### config.mk
export PLATFORM = sky130hd
export DESIGN_NAME = detector_readout_packet_parser_unit
export DESIGN_NICKNAME = d
export VERILOG_FILES = /design/src/rtl/drpp_pkg.sv /design/src/rtl/drpp_front.sv /design/src/rtl/drpp_queue.sv /design/src/rtl/drpp_back.sv /design/src/rtl/detector_readout_packet_parser_unit.sv
export SDC_FILE = /design/constraint.sdc
export NUM_CORES = 1
export LEC_CHECK = 0
export ABC_CLOCK_PERIOD_IN_PS = 10900
export BUFFER_PORTS_ARGS = -buffer_cell sky130_fd_sc_hd__clkbuf_2
export CORE_ASPECT_RATIO = 1.4
export CORE_MARGIN = 4
export CORE_UTILIZATION = 50
export DETAILED_ROUTE_END_ITERATION = 6
export PLACE_DENSITY = 0.76
export SLEW_MARGIN = 20
export SYNTH_ARGS = -nofsm -noshare
export SYNTH_HDL_FRONTEND = slang
export SYNTH_HIERARCHICAL = 1
export SYNTH_SLANG_ARGS = --single-unit
### constraint.sdc
create_clock -name clk_i -period 10.9 [get_ports clk_i]
set_clock_uncertainty 0.15 [all_clocks]
set_input_delay 0.545 -clock clk_i [delete_from_list [all_inputs] [get_ports clk_i]]
set_output_delay 0.545 -clock clk_i [all_outputs]
set_load 0.1 [all_outputs]
### src/rtl/drpp_pkg.sv
// Package: shared types and constants for the readout packet parser.
`timescale 1ns / 1ps
`default_nettype none
package drpp_pkg;

  localparam logic [31:0] EofMark  = 32'hfafafafa;
  localparam logic [31:0] NodataId = 32'h56413200;
  localparam logic [31:0] IdMask   = 32'hffffff00;
  localparam logic [31:0] DataId   = 32'h564d3200;
  localparam logic [15:0] LenMask  = 16'hfff8;
  localparam logic [13:0] PosMax   = 14'd16383;
  localparam int unsigned QDepth   = 4;
  localparam int unsigned QAw      = 2;

  typedef enum logic [2:0] {
    ST_HIT     = 3'd0,
    ST_DONE    = 3'd1,
    ST_EOF     = 3'd2,
    ST_NODATA  = 3'd3,
    ST_UNDER   = 3'd4,
    ST_UNKNOWN = 3'd5,
    ST_NOROOM  = 3'd6,
    ST_BADLEN  = 3'd7
  } status_e;

  // One front-to-back command: optional hit words plus optional summary.
  typedef struct packed {
    logic        has_hit;
    logic [31:0] w1;
    logic [31:0] w2;
    logic        has_sum;
    status_e     status;
    logic [12:0] hit_count;
    logic [16:0] error_count;
    logic [31:0] frame_time;
    logic [31:0] time_wraps;
  } cmd_t;

  // Result item fields in output order.
  typedef struct packed {
    logic        last_of_run;
    status_e     status;
    logic [7:0]  tdc;
    logic [9:0]  adc;
    logic [11:0] bcid;
    logic [5:0]  channel;
    logic        above_thresh;
    logic [12:0] hit_count;
    logic [16:0] error_count;
    logic [31:0] frame_time;
    logic [31:0] time_wraps;
    logic [31:0] bcid_tdc_errors;
  } res_t;

  function automatic logic [31:0] bit_rev(input logic [31:0] x);
    logic [31:0] r;
    for (int i = 0; i < 32; i++) r[i] = x[31-i];
    return r;
  endfunction

  function automatic logic [11:0] gray2bin(input logic [11:0] g);
    logic [11:0] b;
    b[11] = g[11];
    for (int i = 10; i >= 0; i--) b[i] = b[i+1] ^ g[i];
    return b;
  endfunction

endpackage
`default_nettype wire

### src/rtl/drpp_front.sv
// Front end: header checks, hit pairing and packet bookkeeping.
`timescale 1ns / 1ps
`default_nettype none
module drpp_front import drpp_pkg::*; (
  input  wire logic        clk_i,
  input  wire logic        rst_ni,
  input  wire logic        cfg_we_i,
  input  wire logic [12:0] cfg_wdata_i,
  input  wire logic        in_valid_i,
  output logic             in_ready_o,
  input  wire logic [31:0] word_i,
  input  wire logic [15:0] bytes_i,
  input  wire logic        last_i,
  output logic             cmd_valid_o,
  input  wire logic        cmd_ready_i,
  output cmd_t             cmd_o
);

  logic [12:0] max_hits_q;
  logic [13:0] pos_q, pos_d;
  logic [31:0] hfc_q, hfc_d, first_q, first_d, ptime_q, ptime_d, pfc_q, pfc_d;
  logic [31:0] wraps_q, wraps_d, htime_q, htime_d;
  logic [12:0] hits_q, hits_d;
  logic [16:0] errs_q, errs_d;
  status_e     st_q, st_d;
  logic        acc;
  logic [15:0] dlen;
  logic [13:0] off;
  logic [12:0] pairs;
  logic        capped;

  assign in_ready_o  = cmd_ready_i;
  assign acc         = in_valid_i && in_ready_o;
  assign dlen        = bytes_i - 16'd12;
  assign off         = pos_q - 14'd3;
  assign pairs       = dlen[15:3];
  assign capped      = (max_hits_q != '0) && (hits_q >= max_hits_q);

  // Classify the word by its place in the packet.
  always_comb begin
    pos_d = pos_q; hfc_d = hfc_q; first_d = first_q; ptime_d = ptime_q;
    pfc_d = pfc_q; wraps_d = wraps_q; htime_d = htime_q; hits_d = hits_q;
    errs_d = errs_q; st_d = st_q;
    cmd_o = '0;
    cmd_valid_o = 1'b0;
    if (pos_q == 14'd0) begin
      hits_d = '0; errs_d = '0; st_d = ST_HIT; htime_d = '0; hfc_d = word_i;
      if (bytes_i < 16'd4) begin
        st_d = ST_UNDER; errs_d = 17'(bytes_i);
      end else if (word_i == EofMark) begin
        st_d = ST_EOF;
      end else if (bytes_i < 16'd12) begin
        st_d = ST_UNDER; errs_d = 17'(bytes_i);
      end
    end else if (pos_q == 14'd1) begin
      if (st_q == ST_HIT) begin
        if (word_i == NodataId) begin
          st_d = ST_NODATA;
        end else if ((word_i & IdMask) != DataId) begin
          st_d = ST_UNKNOWN; errs_d = errs_q + 17'(bytes_i);
        end else begin
          if (hfc_q < pfc_q && !(pfc_q[31] && !hfc_q[31])) errs_d = errs_q + 17'd1;
          pfc_d = hfc_q;
          if (bytes_i < 16'd20) begin
            st_d = ST_NOROOM; errs_d = errs_d + 17'(bytes_i);
          end else if ((dlen & LenMask) != dlen) begin
            st_d = ST_BADLEN; errs_d = errs_d + 17'(bytes_i);
          end
        end
      end
    end else if (pos_q == 14'd2) begin
      if (st_q != ST_EOF && st_q != ST_UNDER) begin
        htime_d = word_i; ptime_d = word_i;
        if (word_i < ptime_q) wraps_d = wraps_q + 32'd1;
      end
    end else if (st_q == ST_HIT) begin
      // A length below the header size leaves the pair limit unbounded.
      if (((bytes_i < 16'd12) || ({1'b0, off[13:1]} < {1'b0, pairs})) && !capped) begin
        if (!off[0]) begin
          first_d = word_i;
        end else begin
          cmd_o.has_hit = 1'b1;
          cmd_o.w1 = first_q;
          cmd_o.w2 = word_i;
          hits_d = hits_q + 13'd1;
        end
      end
    end
    if (last_i) begin
      if (st_d == ST_HIT && pos_q < 14'd2) begin
        st_d = ST_UNDER; errs_d = errs_d + 17'(bytes_i);
      end
      cmd_o.has_sum = 1'b1;
      cmd_o.status = (st_d == ST_HIT) ? ST_DONE : st_d;
      cmd_o.hit_count = hits_d;
      cmd_o.error_count = errs_d;
      cmd_o.frame_time = htime_d;
      cmd_o.time_wraps = wraps_d;
      pos_d = '0;
    end else if (pos_q < PosMax) begin
      pos_d = pos_q + 14'd1;
    end
    cmd_valid_o = in_valid_i && (cmd_o.has_hit || cmd_o.has_sum);
  end

  // Update packet state on each accepted item; take max_hits on a config write.
  always_ff @(posedge clk_i or negedge rst_ni) begin
    if (!rst_ni) begin
      max_hits_q <= 13'd8191; pos_q <= '0; hfc_q <= '0; ptime_q <= '0;
      pfc_q <= '0; wraps_q <= '0; htime_q <= '0; hits_q <= '0; errs_q <= '0;
      st_q <= ST_HIT;
    end else begin
      if (cfg_we_i) max_hits_q <= cfg_wdata_i;
      if (acc) begin
        pos_q <= pos_d; hfc_q <= hfc_d; ptime_q <= ptime_d; pfc_q <= pfc_d;
        wraps_q <= wraps_d; htime_q <= htime_d; hits_q <= hits_d;
        errs_q <= errs_d; st_q <= st_d;
      end
    end
  end

  always_ff @(posedge clk_i) begin
    if (acc) first_q <= first_d;
  end

  a_pos_sat: assert property (@(posedge clk_i) disable iff (!rst_ni)
    acc && !last_i && pos_q == PosMax |=> pos_q == PosMax) else $error("pos sat");
  a_last_clr: assert property (@(posedge clk_i) disable iff (!rst_ni)
    acc && last_i |=> pos_q == 14'd0) else $error("pos clear");
  a_hit_pos: assert property (@(posedge clk_i) disable iff (!rst_ni)
    cmd_o.has_hit |-> pos_q > 14'd3) else $error("hit early");

endmodule
`default_nettype wire

### src/rtl/drpp_queue.sv
// Short command queue between front and back ends.
`timescale 1ns / 1ps
`default_nettype none
module drpp_queue import drpp_pkg::*; (
  input  wire logic clk_i,
  input  wire logic rst_ni,
  input  wire logic in_valid_i,
  output logic      in_ready_o,
  input  cmd_t      in_cmd_i,
  output logic      out_valid_o,
  input  wire logic out_ready_i,
  output cmd_t      out_cmd_o
);

  cmd_t          mem_q [QDepth];
  logic [QAw-1:0] wp_q, rp_q;
  logic [QAw:0]   cnt_q;
  logic          push, pop;

  assign in_ready_o  = cnt_q != QAw'(0) + (QAw+1)'(QDepth);
  assign out_valid_o = cnt_q != '0;
  assign out_cmd_o   = mem_q[rp_q];
  assign push        = in_valid_i && in_ready_o;
  assign pop         = out_valid_o && out_ready_i;

  // Advance pointers and count.
  always_ff @(posedge clk_i or negedge rst_ni) begin
    if (!rst_ni) begin
      wp_q <= '0; rp_q <= '0; cnt_q <= '0;
    end else begin
      if (push) wp_q <= wp_q + 1'b1;
      if (pop) rp_q <= rp_q + 1'b1;
      cnt_q <= cnt_q + (QAw+1)'(push) - (QAw+1)'(pop);
    end
  end

  always_ff @(posedge clk_i) begin
    if (push) mem_q[wp_q] <= in_cmd_i;
  end

  a_no_over: assert property (@(posedge clk_i) disable iff (!rst_ni)
    cnt_q <= (QAw+1)'(QDepth)) else $error("queue overflow");

endmodule
`default_nettype wire

### src/rtl/drpp_back.sv
// Back end: decodes hit words and emits hit and summary items.
`timescale 1ns / 1ps
`default_nettype none
module drpp_back import drpp_pkg::*; (
  input  wire logic clk_i,
  input  wire logic rst_ni,
  input  wire logic cmd_valid_i,
  output logic      cmd_ready_o,
  input  cmd_t      cmd_i,
  output logic      res_valid_o,
  input  wire logic res_ready_i,
  output res_t      res_o
);

  logic        hit_done_q;
  logic [31:0] bad_q, bad_d, d1, d2;
  logic        do_hit, do_sum, emit, out_free;
  res_t        r_d, res_q;
  logic        vld_q;
  logic [7:0]  tdc;
  logic [11:0] bcid;

  assign d1 = bit_rev(cmd_i.w1);
  assign d2 = bit_rev(cmd_i.w2);
  assign tdc = {d1[9:8], d1[23:18]};
  assign bcid = gray2bin({d1[5:0], d1[15:10]});
  assign out_free = !vld_q || res_ready_i;
  assign do_hit = cmd_valid_i && cmd_i.has_hit && !hit_done_q;
  assign do_sum = cmd_valid_i && !do_hit;
  assign emit = out_free && cmd_valid_i;
  assign cmd_ready_o = out_free && (do_sum || !cmd_i.has_sum);

  // Build the next result item.
  always_comb begin
    r_d = '0;
    bad_d = bad_q;
    if (do_hit) begin
      if (bcid == '0 && tdc == '0 && d2[1]) bad_d = bad_q + 32'd1;
      r_d.status = ST_HIT;
      r_d.tdc = tdc;
      r_d.adc = {d1[17:16], d1[31:24]};
      r_d.bcid = bcid;
      r_d.channel = d2[7:2];
      r_d.above_thresh = d2[1];
      r_d.last_of_run = !cmd_i.has_sum;
    end else begin
      r_d.status = cmd_i.status;
      r_d.hit_count = cmd_i.hit_count;
      r_d.error_count = cmd_i.error_count;
      r_d.frame_time = cmd_i.frame_time;
      r_d.time_wraps = cmd_i.time_wraps;
      r_d.last_of_run = 1'b1;
    end
    r_d.bcid_tdc_errors = bad_d;
  end

  // Hold the output register until taken; on each emit, update the error count.
  always_ff @(posedge clk_i or negedge rst_ni) begin
    if (!rst_ni) begin
      vld_q <= 1'b0; bad_q <= '0; hit_done_q <= 1'b0;
    end else begin
      if (out_free) vld_q <= cmd_valid_i;
      if (emit) begin
        bad_q <= bad_d;
        hit_done_q <= do_hit && cmd_i.has_sum;
      end
    end
  end

  always_ff @(posedge clk_i) begin
    if (emit) res_q <= r_d;
  end

  assign res_valid_o = vld_q;
  assign res_o = res_q;

  a_hold: assert property (@(posedge clk_i) disable iff (!rst_ni)
    res_valid_o && !res_ready_i |=> $stable(res_q)) else $error("out hold");
  a_split: assert property (@(posedge clk_i) disable iff (!rst_ni)
    hit_done_q |-> cmd_valid_i) else $error("split lost");
  a_bad: assert property (@(posedge clk_i) disable iff (!rst_ni)
    bad_q != $past(bad_q) |-> $past(do_hit && emit)) else $error("bad count");

endmodule
`default_nettype wire

### src/rtl/detector_readout_packet_parser_unit.sv
// Top level: readout packet parser, front end, command queue and back end.
`timescale 1ns / 1ps
`default_nettype none
// Takes one packet word per clock when the queue has room. The front end
// checks the header and pairs hit words; a four-entry command queue feeds the
// back end, which decodes hits and writes one result item per cycle into a
// registered output while it is free. A word that ends a packet and completes
// a hit yields two items and holds the back end until both are out; the queue
// absorbs this, so sustained rate is one word per cycle unless output stalls.
module detector_readout_packet_parser_unit import drpp_pkg::*; (
  input  wire logic         clk_i,
  input  wire logic         rst_ni,
  input  wire logic         cfg_we_i,
  input  wire logic [12:0]  cfg_wdata_i,   // max_hits
  input  wire logic         s_axis_tvalid,
  output logic              s_axis_tready,
  input  wire logic [47:0]  s_axis_tdata,  // word[31:0], packet_bytes[47:32]
  input  wire logic         s_axis_tlast,  // last_word
  output logic              m_axis_tvalid,
  input  wire logic         m_axis_tready,
  // packet_status, tdc, adc, bcid, channel, above_thresh, hit_count,
  // error_count, frame_time, time_wraps, bcid_tdc_errors from bit 0 up
  output logic [167:0]      m_axis_tdata,
  output logic              m_axis_tlast   // last_of_run
);

  logic cv, cr, qv, qr;
  cmd_t cmd, qcmd;
  res_t res;

  drpp_front u_front (
    .clk_i, .rst_ni, .cfg_we_i, .cfg_wdata_i,
    .in_valid_i(s_axis_tvalid), .in_ready_o(s_axis_tready),
    .word_i(s_axis_tdata[31:0]), .bytes_i(s_axis_tdata[47:32]),
    .last_i(s_axis_tlast),
    .cmd_valid_o(cv), .cmd_ready_i(cr), .cmd_o(cmd)
  );

  drpp_queue u_queue (
    .clk_i, .rst_ni, .in_valid_i(cv), .in_ready_o(cr), .in_cmd_i(cmd),
    .out_valid_o(qv), .out_ready_i(qr), .out_cmd_o(qcmd)
  );

  drpp_back u_back (
    .clk_i, .rst_ni, .cmd_valid_i(qv), .cmd_ready_o(qr), .cmd_i(qcmd),
    .res_valid_o(m_axis_tvalid), .res_ready_i(m_axis_tready), .res_o(res)
  );

  assign m_axis_tlast = res.last_of_run;
  assign m_axis_tdata = {2'b00, res.bcid_tdc_errors, res.time_wraps, res.frame_time,
                         res.error_count, res.hit_count, res.above_thresh,
                         res.channel, res.bcid, res.adc, res.tdc, res.status};

endmodule
`default_nettype wire
==> Yosys cells after proc, flatten, opt, wreduce, memory -nomap -nowiden <==
Memory sizes are Yosys's and may differ from the RTL's.
Cells that the tools add are included.
{ "word_totals": {"reg_bits": 460, "ram_bits": 652, "output_inout_bits": 171, "wordCells": 182, "n_memories": 1} }
{ "classes": {"n_addsub": 14, "magnitude_cmp": 9, "eq_ne": 8, "n_mux": 60, "bitwise": 17, "reduce_logical": 44} }
{ "mem_list": {"columns": ["name", "depth", "width", "read_ports", "rd_ports_with_merged_regs", "write_ports", "line", "rtl"], "rows": [
  ["u_queue.mem_q", 4, 163, 1, 0, 1, "drpp_queue.sv:15", "cmd_t mem_q [QDepth];"]
]} }
{ "op_table": {"columns": ["op", "n"], "rows": [
  ["$mux 65", 6],
  ["$mux 32", 11],
  ["$mux 17", 17],
  ["$mux 98", 1],
  ["$mux 13", 6],
  ["$add 32x1->32 const B", 2],
  ["$lt 32x32->1", 2],
  ["$add 17x16->17", 3],
  ["$mux 3", 14],
  ["$eq 32x31->1 const B", 1],
  ["$eq 32x32->1 const B", 1],
  ["$mux 14", 2],
  ["$ne 24x23->1 const B", 1],
  ["$logic_and 1x1->1", 18],
  ["$add 17x1->17 const B", 1],
  ["$lt 16x3->1 const B", 1],
  ["$lt 16x4->1 const B", 1],
  ["$lt 16x5->1 const B", 1],
  ["$mux 16", 1],
  ["$sub 16x4->16 const B", 1],
  ["$add 14x1->14 const B", 1],
  ["$eq 14x1->1 const B", 1],
  ["$eq 14x2->1 const B", 1],
  ["$logic_not 14->1", 1],
  ["26 further kinds", 57]
]} }

==> Logic depth before layout (Yosys ltp) <==
{ "depth": {"depth_word": 26, "ltp_mapped": 31, "depth_no_buf": 30} }

==> Cells and area by module <==
The synthesis kept the hierarchy.
{ "modules_own_cells": {"columns": ["module", "instances", "cells_per_inst", "area_per_inst_um2", "seq_area_each_um2"], "rows": [
  ["drpp_queue", 1, 894, 24108.1, 19753.9],
  ["drpp_front", 1, 2096, 18361.4, 6482.5],
  ["drpp_back", 1, 564, 8197.9, 5865.6],
  ["detector_readout_packet_parser_unit", 1, 3, 18.8, 0.0]
]} }

==> Worst setup path after synthesis <==
Ideal clock, no wire load.
{ "synth_path": {"kind": "register to register", "start": "reg u_front.pos_q[3]", "end": "mem u_queue/mem_q[1][0] (netlist bit) (enable)", "t_arrival_ns": 7.138, "required_time_ns": 10.206, "path_slack_ns": 3.069, "path_stages_with_launch": 18, "n_path_buf": 2, "period_less_slack_ns": 7.831, "path_cell_list": "dfrtp_1 > buf_2 > or4_4 > nor2_2 > o21ai_0 > nor2_1 > xnor2_1 > ha_1 > a21o_1 > a21o_1 > a21oi_1 > o21ai_0 > o21ai_0 > a31oi_1 > nor4_1 > clkbuf_1 > o21a_1 > and3b_1"} }
{ "synth_rtl": {"columns": ["item", "line", "rtl"], "rows": [
  ["from (decl)", "drpp_front.sv:20", "logic [13:0] pos_q, pos_d;"],
  ["from (signal assigned)", "drpp_front.sv:109", "max_hits_q <= 13'd8191; pos_q <= '0; hfc_q <= '0; ptime_q <= '0;"],
  ["from (signal assigned)", "drpp_front.sv:115", "pos_q <= pos_d; hfc_q <= hfc_d; ptime_q <= ptime_d; pfc_q <= pfc_d;"],
  ["to (decl)", "drpp_queue.sv:15", null]
]} }

==> Final worst setup path <==
{ "layout_path": {"start": "reg u_front.hfc_q[31]", "end": "reg u_front.errs_q[16]"} }
{ "layout_via": {"elab_chain_cells": 21, "word_cells_on_any_way": 22, "cone_classes": "add/sub: 2; order compare: 1; mux: 15; reduce/logical: 4"} }
{ "layout_rtl": {"columns": ["item", "line", "rtl"], "rows": [
  ["from (decl)", "drpp_front.sv:21", "logic [31:0] hfc_q, hfc_d, first_q, first_d, ptime_q, ptime_d, pfc_q, pfc_d;"],
  ["from (signal assigned)", "drpp_front.sv:109", null],
  ["from (signal assigned)", "drpp_front.sv:115", null],
  ["parallel branches: the longest is 3 deep, another holds $lt 32x32->1", null, null],
  ["$logic_and 1x1->1 (*)", "drpp_front.sv:62", "if (hfc_q < pfc_q && !(pfc_q[31] && !hfc_q[31])) errs_d = errs_q + 17'd1;"],
  ["$mux 17 (*)", "drpp_front.sv:62", null],
  ["$mux 17 (*)", "drpp_front.sv:59", "end else if ((word_i & IdMask) != DataId) begin"],
  ["$mux 17 (*)", "drpp_front.sv:57", "if (word_i == NodataId) begin"],
  ["$mux 17 (*)", "drpp_front.sv:56", "if (st_q == ST_HIT) begin"],
  ["$mux 17 (*)", "drpp_front.sv:55", "end else if (pos_q == 14'd1) begin"],
  ["$mux 17 (*)", "drpp_front.sv:46", "if (pos_q == 14'd0) begin"],
  ["[3 not listed]", null, null],
  ["$mux 17 (*)", "drpp_front.sv:59", null],
  ["$mux 17 (*)", "drpp_front.sv:57", null],
  ["$mux 17 (*)", "drpp_front.sv:56", null],
  ["$mux 17 (*)", "drpp_front.sv:55", null],
  ["$mux 17 (*)", "drpp_front.sv:46", null],
  ["$add 17x16->17", "drpp_front.sv:91", "st_d = ST_UNDER; errs_d = errs_d + 17'(bytes_i);"],
  ["$mux 17", "drpp_front.sv:90", "if (st_d == ST_HIT && pos_q < 14'd2) begin"],
  ["$mux 17 (*)", "drpp_front.sv:89", "if (last_i) begin"],
  ["to (signal assigned)", "drpp_front.sv:117", "errs_q <= errs_d; st_q <= st_d;"],
  ["to (decl)", "drpp_front.sv:24", "logic [16:0] errs_q, errs_d;"]
]} }
Mark *: on every way between the ends. The select of a mux whose other input is x is not followed.
A chain may end at the register's enable or synchronous reset.

==> metrics.txt <==
# TYPE chip_impl_metric gauge
chip_impl_metric{name="timing.fmax",unit="GHz"} 0.131
chip_impl_metric{name="grt_pass1_vias",unit=""} 29400
chip_impl_metric{name="wirelength",unit="mm"} 110
chip_impl_metric{name="fin_crit",unit="ns"} 7.61
chip_impl_info{name="criticalPathCategory",value="reg2reg"} 1
chip_impl_metric{name="placement.io_buffers",unit=""} 235
chip_impl_metric{name="seq_power_share",unit=""} 0.364
chip_impl_metric{name="final_nets",unit=""} 3838
chip_impl_metric{name="combPwrFrac",unit=""} 0.416
chip_impl_metric{name="clock_power_share",unit=""} 0.220
chip_impl_info{name="r2r-start",value="u_front/hfc_q[31]$_DFFE_PN0P_"} 1
chip_impl_metric{name="timing.slew.headroom",unit=""} 0.234
chip_impl_metric{name="power.net_switching",unit="mW"} 6.35
chip_impl_metric{name="synth_warnings",unit=""} 6
chip_impl_metric{name="number_of_buffers_created_by_cts",unit=""} 93
chip_impl_metric{name="number_of_antenna_violations_at_the_first_check_in_global_routing",unit=""} 3
chip_impl_metric{name="ctsLongestPathBuffers",unit=""} 3
chip_impl_metric{name="hpwl",unit="mm"} 72.1
chip_impl_info{name="critPathSlowestCell",value="sky130_fd_sc_hd__nor2_1"} 1
chip_impl_info{name="crit_path_end",value="u_front/errs_q[16]$_DFFE_PN0P_"} 1
chip_impl_metric{name="clk_transition_reported_paths",unit="ns"} 0.07
chip_impl_metric{name="tightestPinTransition",unit="ns"} 1.15
chip_impl_metric{name="grt_first_pass_wirelength",unit="mm"} 171
chip_impl_metric{name="cts-htree-levels",unit=""} 3
chip_impl_metric{name="p_int",unit="mW"} 8.80
chip_impl_metric{name="critical_path.max_fanout",unit=""} 13
chip_impl_metric{name="report.final.setup_viol",unit=""} 0
chip_impl_metric{name="gp_routability_congestion",unit=""} 0.955
chip_impl_metric{name="timing.final.hold_violations",unit=""} 0
chip_impl_metric{name="die_h",unit="um"} 369
chip_impl_metric{name="layout-drive-gt1-share",unit=""} 0.188
chip_impl_info{name="rsz0062_at_grt",value="no"} 1
chip_impl_info{name="end_kind",value="register"} 1
chip_impl_metric{name="drtAntennaViolNets",unit=""} 0
chip_impl_metric{name="synth_cells",unit=""} 3390
chip_impl_metric{name="proportion_of_total_power_due_to_net_switching",unit=""} 0.419
chip_impl_metric{name="drc",unit=""} 0
chip_impl_info{name="min_path_type",value="in2reg"} 1
chip_impl_metric{name="fp.dieArea",unit="um2"} 98200
chip_impl_metric{name="cap_viol_max_count",unit=""} 0
chip_impl_info{name="status",value="completed"} 1
chip_impl_metric{name="worst_ep_required_time",unit="ns"} 11.29
chip_impl_metric{name="ff2ff_path_depth",unit=""} 26
chip_impl_metric{name="grt_max_degree",unit=""} 104
chip_impl_info{name="cts-root-buf",value="sky130_fd_sc_hd__clkbuf_16"} 1
chip_impl_metric{name="r2r_setup_slk",unit="ns"} 3.29
chip_impl_metric{name="floorplan.initialDensity",unit=""} 0.504
chip_impl_metric{name="cell_area_after_synthesis",unit="um2"} 46600
chip_impl_info{name="tritoncts",value="built"} 1
chip_impl_info{name="timing.critical_path.from_type",value="register"} 1
chip_impl_metric{name="slowest_delay",unit="ns"} 0.87
chip_impl_metric{name="drt-vias-per-instance",unit=""} 5.88
chip_impl_metric{name="post-route-period-util",unit=""} 0.698
chip_impl_metric{name="power.leakage",unit="nW"} 20.1
chip_impl_metric{name="hold_ws",unit="ns"} 0.0962
chip_impl_metric{name="synthToLayoutAreaGrowth",unit="%"} 11.8
chip_impl_metric{name="core_area",unit="um2"} 92500
chip_impl_metric{name="floorplan.io_pins",unit=""} 238
chip_impl_metric{name="grt-ovfl-total",unit=""} 0
chip_impl_metric{name="fp-row-count",unit=""} 132
chip_impl_metric{name="timing.final.max_slew_violations",unit=""} 0
chip_impl_metric{name="gr-usage-all-layers",unit=""} 0.224
chip_impl_info{name="timing.critical_path.from",value="u_front/hfc_q[31]$_DFFE_PN0P_"} 1
chip_impl_metric{name="die_width",unit="um"} 266
chip_impl_metric{name="dr_total_vias",unit=""} 28800
chip_impl_info{name="capture_instance_of_the_worst_register_to_register_path",value="u_front/errs_q[16]$_DFFE_PN0P_"} 1
chip_impl_metric{name="timing.setup.tns",unit="ns"} 0
chip_impl_metric{name="route.detailed.wl_per_inst",unit="um"} 22.5
chip_impl_metric{name="vdd_ir_drop_max",unit="mV"} 0.259
chip_impl_metric{name="average_size_of_a_mapped_cell",unit="um2"} 13.7
chip_impl_metric{name="clock_latency",unit="ns"} 0.69
chip_impl_metric{name="worst_ep_arrival_time",unit="ns"} 8.00
chip_impl_metric{name="cellPowerDensity",unit="nW/um2"} 291
chip_impl_metric{name="drt_iter0_drc",unit=""} 2585
chip_impl_metric{name="firstDrtPassIters",unit=""} 5
chip_impl_metric{name="tritoncts_num_sinks",unit=""} 1002
==> sequential cells by signal (all words and copies together) (netlist names), 2 cells and up <==
name / cells
u_queue/rp_q: 2
u_back/bad_q: 32
u_queue/cnt_q: 3
u_front/first_q: 30
u_front/max_hits_q: 13
u_front/hits_q: 13
u_front/ptime_q: 32
u_front/pos_q: 14
u_front/hfc_q: 32
u_queue/mem_q: 544
u_front/errs_q: 17
u_queue/wp_q: 2
u_front/pfc_q: 32
u_front/st_q: 3
u_front/wraps_q: 32
u_front/htime_q: 32
u_back/res_o: 167
==> routing by layer <==
layer	wire length, um	vias to the layer above	track usage
li1	-	13100	-
met5	0	-	0
met2	55600	999	0.386
met4	3570	0	0.0786
met1	44500	14500	0.291
met3	6420	202	0.0336
==> worst max-delay path: cells and delay by family, from the launching register on <==
family,cells,cell delay [ns]
AO/OA/AOI/OAI,13,3.48
flip-flops,1,0.36
multiplexers,2,0.71
adder cells (fa/ha/maj),3,0.94
AND/OR/NAND/NOR,5,1.46
XOR/XNOR,1,0.17
buffers and inverters,2,0.15
==> through the flow <==
step | worst slack (ns) | area (um2) | power [mW] | cells | util
CTS | 3.35 | 52100 | 15.3 | 4893 | 0.563
finish | 3.29 | 52100 | 15.1 | 4894 | 0.563
floorplan | 3.81 | 46600 | 10.6 | 3391 | -
global placement | 3.63 | 48700 | 11.8 | 4706 | 0.527
detailed placement | 3.44 | 48700 | 11.9 | 4706 | 0.527
global route | 2.58 | 52100 | 15.9 | 4893 | 0.563
==> repair_timing <==
item | in CTS | in global routing
resized for setup | 0 | 0
setup buffers | 0 | 0
hold endpoints to repair | 61 | 0
hold buffers | 14 | 0
==> placed cells by master, fill, tap and decap left out, types with 11 or more instances in the layout <==
cell type                       count
sky130_fd_sc_hd__dfstp_2           13
sky130_fd_sc_hd__dfrtp_1          246
sky130_fd_sc_hd__inv_1            132
sky130_fd_sc_hd__a31oi_1           16
sky130_fd_sc_hd__and4_1            11
sky130_fd_sc_hd__edfxtp_1         741
sky130_fd_sc_hd__a21oi_1          109
sky130_fd_sc_hd__mux2_2            72
sky130_fd_sc_hd__nand4_1           59
sky130_fd_sc_hd__o211ai_1          22
sky130_fd_sc_hd__and2_1           177
sky130_fd_sc_hd__dlygate4sd3_1     14
sky130_fd_sc_hd__and3_1            37
sky130_fd_sc_hd__o21ai_0          122
sky130_fd_sc_hd__nor3_1            51
sky130_fd_sc_hd__mux4_2           136
sky130_fd_sc_hd__nand3_1           73
sky130_fd_sc_hd__xor2_1            84
sky130_fd_sc_hd__mux2i_1           18
sky130_fd_sc_hd__clkbuf_16         95
sky130_fd_sc_hd__a211oi_1          14
sky130_fd_sc_hd__nor2b_1           13
sky130_fd_sc_hd__buf_4             39
sky130_fd_sc_hd__clkbuf_8          11
sky130_fd_sc_hd__clkinv_2          16
sky130_fd_sc_hd__nor4_1            27
sky130_fd_sc_hd__a22o_1            41
sky130_fd_sc_hd__a21o_1            36
sky130_fd_sc_hd__ha_1             158
sky130_fd_sc_hd__xnor2_1          120
sky130_fd_sc_hd__or4_1             14
sky130_fd_sc_hd__nand2_1          277
sky130_fd_sc_hd__or3_1             20
sky130_fd_sc_hd__nor2_1           167
sky130_fd_sc_hd__nand2b_1          32
sky130_fd_sc_hd__clkbuf_1          18
sky130_fd_sc_hd__o21a_1            14
sky130_fd_sc_hd__clkbuf_2         234
==> layout make-up <==
type	instances	area, um2
diodes	1	2.50
clock buffers	124	2600
clock inverters	49	568
fillers	7405	40400
inverters	134	508
multi-input cells	2088	16400
flip-flops and latches	1002	28800
well taps	1206	1510
repair buffers	290	1660
==> power by group through the flow <==
stage / logic (mW) / clock network (mW) / registers, mW
2_1_floorplan: 3.08 / 0 / 7.49
3_3_place_gp: 6.26 / 0 / 5.56
3_5_place_dp: 6.31 / 0 / 5.58
4_1_cts: 6.35 / 3.41 / 5.51
5_1_grt: 6.75 / 3.57 / 5.58
6_report: 6.31 / 3.33 / 5.51
==> worst min path at each step <==
stage	startpoint	end	slack, ns	cells after the start
after floorplan	rst_ni	u_back/bad_q[0]$_DFFE_PN0P_	0.1	0
after global placement	u_back/bad_q[31]$_DFFE_PN0P_	u_back/bad_q[31]$_DFFE_PN0P_	0.33	1
after detailed placement	u_front/htime_q[24]$_DFFE_PN0P_	u_front/htime_q[24]$_DFFE_PN0P_	0.33	1
after global routing	s_axis_tdata[15]	u_front/first_q[15]$_DFFE_PP_	0.09	1
final	s_axis_tdata[15]	u_front/ptime_q[15]$_DFFE_PN0P_	0.1	3
after CTS	s_axis_tdata[15]	u_front/ptime_q[15]$_DFFE_PN0P_	0.04	3
(Power assumes the default switching activity.)
